## src/hw/rtl/mcfe_pkg.sv

```systemverilog
package mcfe_pkg;

   localparam int unsigned DATA_W      = 32;
   localparam int unsigned CSR_INDEX_W = 8;

   // Pipeline: stencil, product, round, square, sum, difference, output
   localparam int unsigned NUM_STAGES  = 7;
   localparam int unsigned STG_STENCIL = 0;
   localparam int unsigned STG_PRODUCT = 1;
   localparam int unsigned STG_ROUND   = 2;
   localparam int unsigned STG_SQUARE  = 3;
   localparam int unsigned STG_SUM     = 4;
   localparam int unsigned STG_DIFF    = 5;
   localparam int unsigned STG_OUT     = 6;

   // Stencil of four 32 bit samples with weights 1, 8, 8, 1 needs 37 bits
   localparam int unsigned STENCIL_W = 37;
   localparam int unsigned MAG_W     = 36;
   localparam int unsigned LO_W      = 64;
   localparam int unsigned HI_W      = 36;
   localparam int unsigned PROD_W    = 69;
   localparam int unsigned SQ_W      = 64;

   localparam logic signed [DATA_W-1:0] SMAX = 32'sh7FFF_FFFF;
   localparam logic signed [DATA_W-1:0] SMIN = 32'sh8000_0000;

   localparam logic [CSR_INDEX_W-1:0] CSR_INV_TWELVE_DY     = 8'd0;
   localparam logic [CSR_INDEX_W-1:0] CSR_INV_TWELVE_DX     = 8'd1;
   localparam logic [CSR_INDEX_W-1:0] CSR_TRANSPORT_ENABLE  = 8'd2;
   localparam logic [CSR_INDEX_W-1:0] CSR_ENERGY_FIX_ENABLE = 8'd3;

   typedef logic [NUM_STAGES-1:0] stage_adv_type;

   typedef struct packed {
      logic signed [DATA_W-1:0] pot_y_minus2;
      logic signed [DATA_W-1:0] pot_y_minus1;
      logic signed [DATA_W-1:0] pot_y_plus1;
      logic signed [DATA_W-1:0] pot_y_plus2;
      logic signed [DATA_W-1:0] pot_x_minus2;
      logic signed [DATA_W-1:0] pot_x_minus1;
      logic signed [DATA_W-1:0] pot_x_plus1;
      logic signed [DATA_W-1:0] pot_x_plus2;
      logic signed [DATA_W-1:0] old_energy;
      logic signed [DATA_W-1:0] old_field_x;
      logic signed [DATA_W-1:0] old_field_y;
      logic signed [DATA_W-1:0] old_field_z;
   } req_type;

   typedef struct packed {
      logic signed [DATA_W-1:0] new_energy;
      logic signed [DATA_W-1:0] new_field_x;
      logic signed [DATA_W-1:0] new_field_y;
   } rsp_type;

   typedef struct packed {
      logic signed [DATA_W-1:0] energy;
      logic signed [DATA_W-1:0] field_x;
      logic signed [DATA_W-1:0] field_y;
   } cell_type;

   typedef struct packed {
      logic signed [DATA_W-1:0] curl_x;
      logic signed [DATA_W-1:0] curl_y;
   } curl_pair_type;

endpackage

```

## src/hw/rtl/mcfe_curl_lane.sv

```systemverilog
module mcfe_curl_lane #(
   parameter int unsigned FRAC_BITS = 16
) (
   input  logic                                   clock,
   input  mcfe_pkg::stage_adv_type                adv,
   input  logic signed [mcfe_pkg::DATA_W-1:0]     pot_minus2,
   input  logic signed [mcfe_pkg::DATA_W-1:0]     pot_minus1,
   input  logic signed [mcfe_pkg::DATA_W-1:0]     pot_plus1,
   input  logic signed [mcfe_pkg::DATA_W-1:0]     pot_plus2,
   input  logic        [mcfe_pkg::DATA_W-1:0]     inv_scale,
   input  logic                                   invert_sign,
   output logic signed [mcfe_pkg::DATA_W-1:0]     field_ff,
   output logic        [mcfe_pkg::DATA_W-1:0]     field_mag_ff
);
   import mcfe_pkg::*;

   logic signed [STENCIL_W-1:0] sten;
   logic        [MAG_W-1:0]     mag_in, mag_ff;
   logic                        neg_in, neg_ff, neg1_ff;
   logic        [LO_W-1:0]      lo_in, lo_ff;
   logic        [HI_W-1:0]      hi_in, hi_ff;
   logic        [PROD_W-1:0]    sum;
   logic                        ovf;
   logic        [DATA_W-2:0]    q;
   logic signed [DATA_W-1:0]    field_in;
   logic        [DATA_W-1:0]    field_mag_in;

   // Stencil and sign/magnitude split
   assign sten = STENCIL_W'(pot_minus2) - (STENCIL_W'(pot_minus1) <<< 3)
               + (STENCIL_W'(pot_plus1) <<< 3) - STENCIL_W'(pot_plus2);
   assign neg_in = sten[STENCIL_W-1] ^ invert_sign;
   assign mag_in = sten[STENCIL_W-1] ? MAG_W'(-sten) : MAG_W'(sten);

   // Split the magnitude into a 32 bit low part and a 4 bit high part
   assign lo_in = LO_W'(mag_ff[DATA_W-1:0]) * LO_W'(inv_scale);
   assign hi_in = HI_W'(mag_ff[MAG_W-1:DATA_W]) * HI_W'(inv_scale);

   // Round half away from zero on the magnitude, then saturate
   assign sum = PROD_W'(lo_ff) + (PROD_W'(hi_ff) << DATA_W)
              + (PROD_W'(1) << (FRAC_BITS - 1));
   assign ovf = |sum[PROD_W-1:FRAC_BITS+DATA_W-1];
   assign q   = sum[FRAC_BITS+DATA_W-2:FRAC_BITS];

   always_comb begin
      if (neg1_ff) begin
         field_in     = ovf ? SMIN : -signed'({1'b0, q});
         field_mag_in = ovf ? DATA_W'(SMIN) : {1'b0, q};
      end else begin
         field_in     = ovf ? SMAX : signed'({1'b0, q});
         field_mag_in = ovf ? DATA_W'(SMAX) : {1'b0, q};
      end
   end

   always_ff @(posedge clock) begin
      if (adv[STG_STENCIL]) begin
         mag_ff <= mag_in;
         neg_ff <= neg_in;
      end
      if (adv[STG_PRODUCT]) begin
         lo_ff   <= lo_in;
         hi_ff   <= hi_in;
         neg1_ff <= neg_ff;
      end
      if (adv[STG_ROUND]) begin
         field_ff     <= field_in;
         field_mag_ff <= field_mag_in;
      end
   end

endmodule

```

## config.mk

```make
export PLATFORM = sky130hd
export DESIGN_NAME = mcfe_curl_lane
export DESIGN_NICKNAME = d
export VERILOG_FILES = /design/src/hw/rtl/mcfe_pkg.sv /design/src/hw/rtl/mcfe_curl_lane.sv
export SDC_FILE = /design/constraint.sdc
export NUM_CORES = 2
export LEC_CHECK = 0
export BUFFER_PORTS_ARGS = -buffer_cell sky130_fd_sc_hd__buf_2
export CORE_MARGIN = 2
export CORE_UTILIZATION = 57
export CTS_BUF_LIST = sky130_fd_sc_hd__clkbuf_16
export CTS_CLUSTER_DIAMETER = 150
export DETAILED_ROUTE_END_ITERATION = 10
export GPL_TIMING_DRIVEN = 0
export PLACE_DENSITY = 0.76
export SLEW_MARGIN = 30
export SYNTH_ARGS = -nofsm -noshare
export SYNTH_HDL_FRONTEND = slang
export SYNTH_SLANG_ARGS = --single-unit
```

## constraint.sdc

```tcl
create_clock -name clock -period 17.3 [get_ports clock]
set_input_delay 1.73 -clock clock [delete_from_list [all_inputs] [get_ports clock]]
set_output_delay 1.73 -clock clock [all_outputs]
set_load 0.005 [all_outputs]
```

==> impl_results.md <==
- GPL Wtd Cong: 1.039
- Vias in the first global route: 41710
- Largest net degree at the start of global routing: 64
- Die height: between 300 and 400 um
- Share of the synthesized area in the top cell type: 40.38%
- Postcts setup bufs: 0
- Final WL: 174600 um
- Post-DP HPWL: 142900 um
- Layout cells sized above 1: 6.258%
- Tot GR Track Use: 39.15%
- Post-synth EDFFs: 186
- Fmax: 0.08842 GHz
- Ports: between 200 and 250
- Min-delay worst type: reg2reg
- Hold depth: 0
- Slowest-stage cell, CP: a2111oi_1
- Hold Buf Count CTS: 0
- Vias per cell: slightly below 6
- Port buffer count: 213
- Ys async rst share: 0%
- Total grt overflow: 0
- Die area: 91290 um2
- Hold Startpoint: neg_ff
- Count of cell types in the netlist: 90
- First-pass GRT wire length: 258200 um
- Nets: about 7300
- Cell taking the most area after synthesis: fa_1
- Pins Over Slew Limit: 0
- Total CTS buffers: 17
- Avg WL per Cell: 25.20 um
- Worst path max stage delay: 910 ps
- Worst Clk Skew: 17.72 ps
- Drt pass-1 iters: 8
- Worst-Margin Slew: roughly 1200 ps
- Antenna Nets Post-Route: 0
- Crit path launch: inv_scale[9]
- Post-Syn Nets: 7051
- Die Wd: 302.1 um
- CP most frequent cell: fa_1
- Slew HR: approximately 20%
- Mapped Area: 50670 um2
- Outcome: completed
- Required time of the critical path: 17560 ps
- Filler instances: roughly 7700
- Initial Util: 57.42%
- Area Overhead vs Synth: 6.581%
- # rows: ~110
- Max Cap Violations: 0
- CP arrival: 11570 ps
- Setup Viol. Count Final: 0
- CORE AREA: just under 90000 um2
- Clk sinks: 186
- Worst Setup Start Kind: input pin
- Resized Gates After CTS: 0
- RR Startpoint: mag_ff[12]
- Setup TNS: 0 ps
- Root Buffer: clkbuf_16
- Critical path class: in2reg
- Clock buffer depth: 2
- Cells after Synth: 5489
- Final Hold Fails: 0
- Initial DRC count: 3775
- Worst-path fanout max: 10
- Dominant cells by area after synthesis: fa_1 40%, edfxtp_1 11%, ha_1 9.2%, and2_1 7.8%, inv_1 7.7%
- Yosys warns: 0
- Footprint of the multi-input gates: 40050 um2
- Final min period: between 10000 and 15000 ps
- Remaining DRCs: 0
- Top_reg_cell synth: edfxtp_1
- Synth Register Bits: 186
- Post-synthesis sequential area ratio: 11.02%
- Initial antenna violation count: 26
- Syn Area/Cell: 9.230 um2
- H-Tree Level Count: 4
- CP endpoint kind: flop
- Clk_lat worst skew: about 500 ps
- Clock-pin slew on the worst setup and hold paths: 90 ps
- RSZ-0062 raised after global routing: false
- Storage cell area: 5585 um2
- Reg2reg path depth: 27
- Via count: 41140
- CTS tree: yes
- Final period util: 65.38%
## logic make-up (layout without fill, tap and decap cells)
family	after synthesis	after routing	synth area share [%]
xor gates and xnor gates	193	193	3.336
and+or+nand+nor	1754	1754	17.70
buffers and inverters	1333	1581	9.972
muxes	24	24	0.4964
DFF	186	186	11.02
adders and majority gates	1393	1393	49.54
AOI/OAI and AO/OA	606	606	7.932
other	0	27	0
## flip-flops by register name (all words and copies together) (netlist names)
register and count:
neg_ff 1, hi_ff 36, field_ff 32, lo_ff 49, field_mag_ff 31, mag_ff 36, neg1_ff 1
## cell usage after synthesis (7+ instances only)
| master | number |
|---|---|
| a2111oi_0 | 7 |
| a211o_1 | 7 |
| a211oi_1 | 29 |
| a21o_1 | 76 |
| a21oi_1 | 169 |
| a221oi_1 | 9 |
| a31oi_1 | 22 |
| and2_1 | 629 |
| and3_1 | 24 |
| and4_1 | 10 |
| buf_2 | 17 |
| clkbuf_1 | 273 |
| edfxtp_1 | 186 |
| fa_1 | 1022 |
| ha_1 | 371 |
| inv_1 | 1036 |
| mux2_2 | 9 |
| mux2i_1 | 15 |
| nand2_1 | 681 |
| nand2b_1 | 15 |
| nand3_1 | 66 |
| nand4_1 | 33 |
| nor2_1 | 134 |
| nor2b_1 | 25 |
| nor3_1 | 46 |
| nor3b_1 | 18 |
| nor4_1 | 12 |
| o2111ai_1 | 7 |
| o211ai_1 | 30 |
| o21a_1 | 26 |
| o21ai_0 | 96 |
| o21ai_1 | 9 |
| o21bai_1 | 20 |
| o22ai_1 | 12 |
| o311a_1 | 7 |
| o31ai_1 | 11 |
| or2_2 | 8 |
| or3_1 | 13 |
| or4_1 | 9 |
| xnor2_1 | 133 |
| xor2_1 | 60 |
## metrics by stage
step | cells | util (%) | worst slack [ps] | hold slack [ps] | instance area, um2
floorplan | 5489 | - | 8339 | 400.3 | 50670
global placement | 6867 | 60.28 | 5024 | 732.4 | 53190
detailed placement | 6870 | 60.40 | 5576 | 730.6 | 53290
CTS | 6902 | 61.10 | 6073 | 755.2 | 53920
global route | 6904 | 61.13 | 5672 | 829.7 | 53940
finish | 6929 | 61.20 | 5990 | 825.8 | 54000
## cells in the final DEF, fill, tap and decap left out, drive strengths merged, types with 14 or more instances in the layout
cell,n
a31oi,22
diode,27
o211ai,31
nor3b,18
xor2,60
nor3,46
fa,1022
nor2,134
nand2b,15
nand2,682
ha,371
nor4,14
nor2b,25
and2,630
inv,1046
and3,25
a21oi,171
o21bai,20
clkbuf,291
edfxtp,186
buf,238
o21ai,106
nand3,66
o21a,26
a211oi,29
nand4,35
mux2i,15
xnor2,133
a21o,76
## worst max-delay path: cells and delay by family
family	cells	cell delay [ps]
fa+ha+maj	9	4190
buf+inv	9	1990
simple gates	4	900
xor+xnor	1	250
compound gates	7	2470
## worst paths after layout
check	to	slack, ps
max	lo_ff[63]	5990
min	neg1_ff	830
max reg2reg	lo_ff[63]	7190
min reg2reg	neg1_ff	830
## per-layer routing
layer,global-route usage (%),vias up,share of wire [%]
met5,0.1035,-,0.081
met4,23.06,18,7.1
met3,14.59,617,14
met2,58.86,2659,43
met1,48.42,20290,36
li1,-,17560,-
## cell type report
cell class | instances | area share [%]
multi-input cells | 3970 | 74.17
flip-flops and latches | 186 | 10.34
inverters | 1037 | 7.208
well taps | 1165 | 2.699
plain buffers | 296 | 2.231
repair buffers | 216 | 2.069
clock buffers | 17 | 0.7878
clock inverters | 15 | 0.3661
diodes | 27 | 0.1251
Power is not shown: default switching activity piles up to over one toggle a cycle in this logic, so the estimate is an artifact.
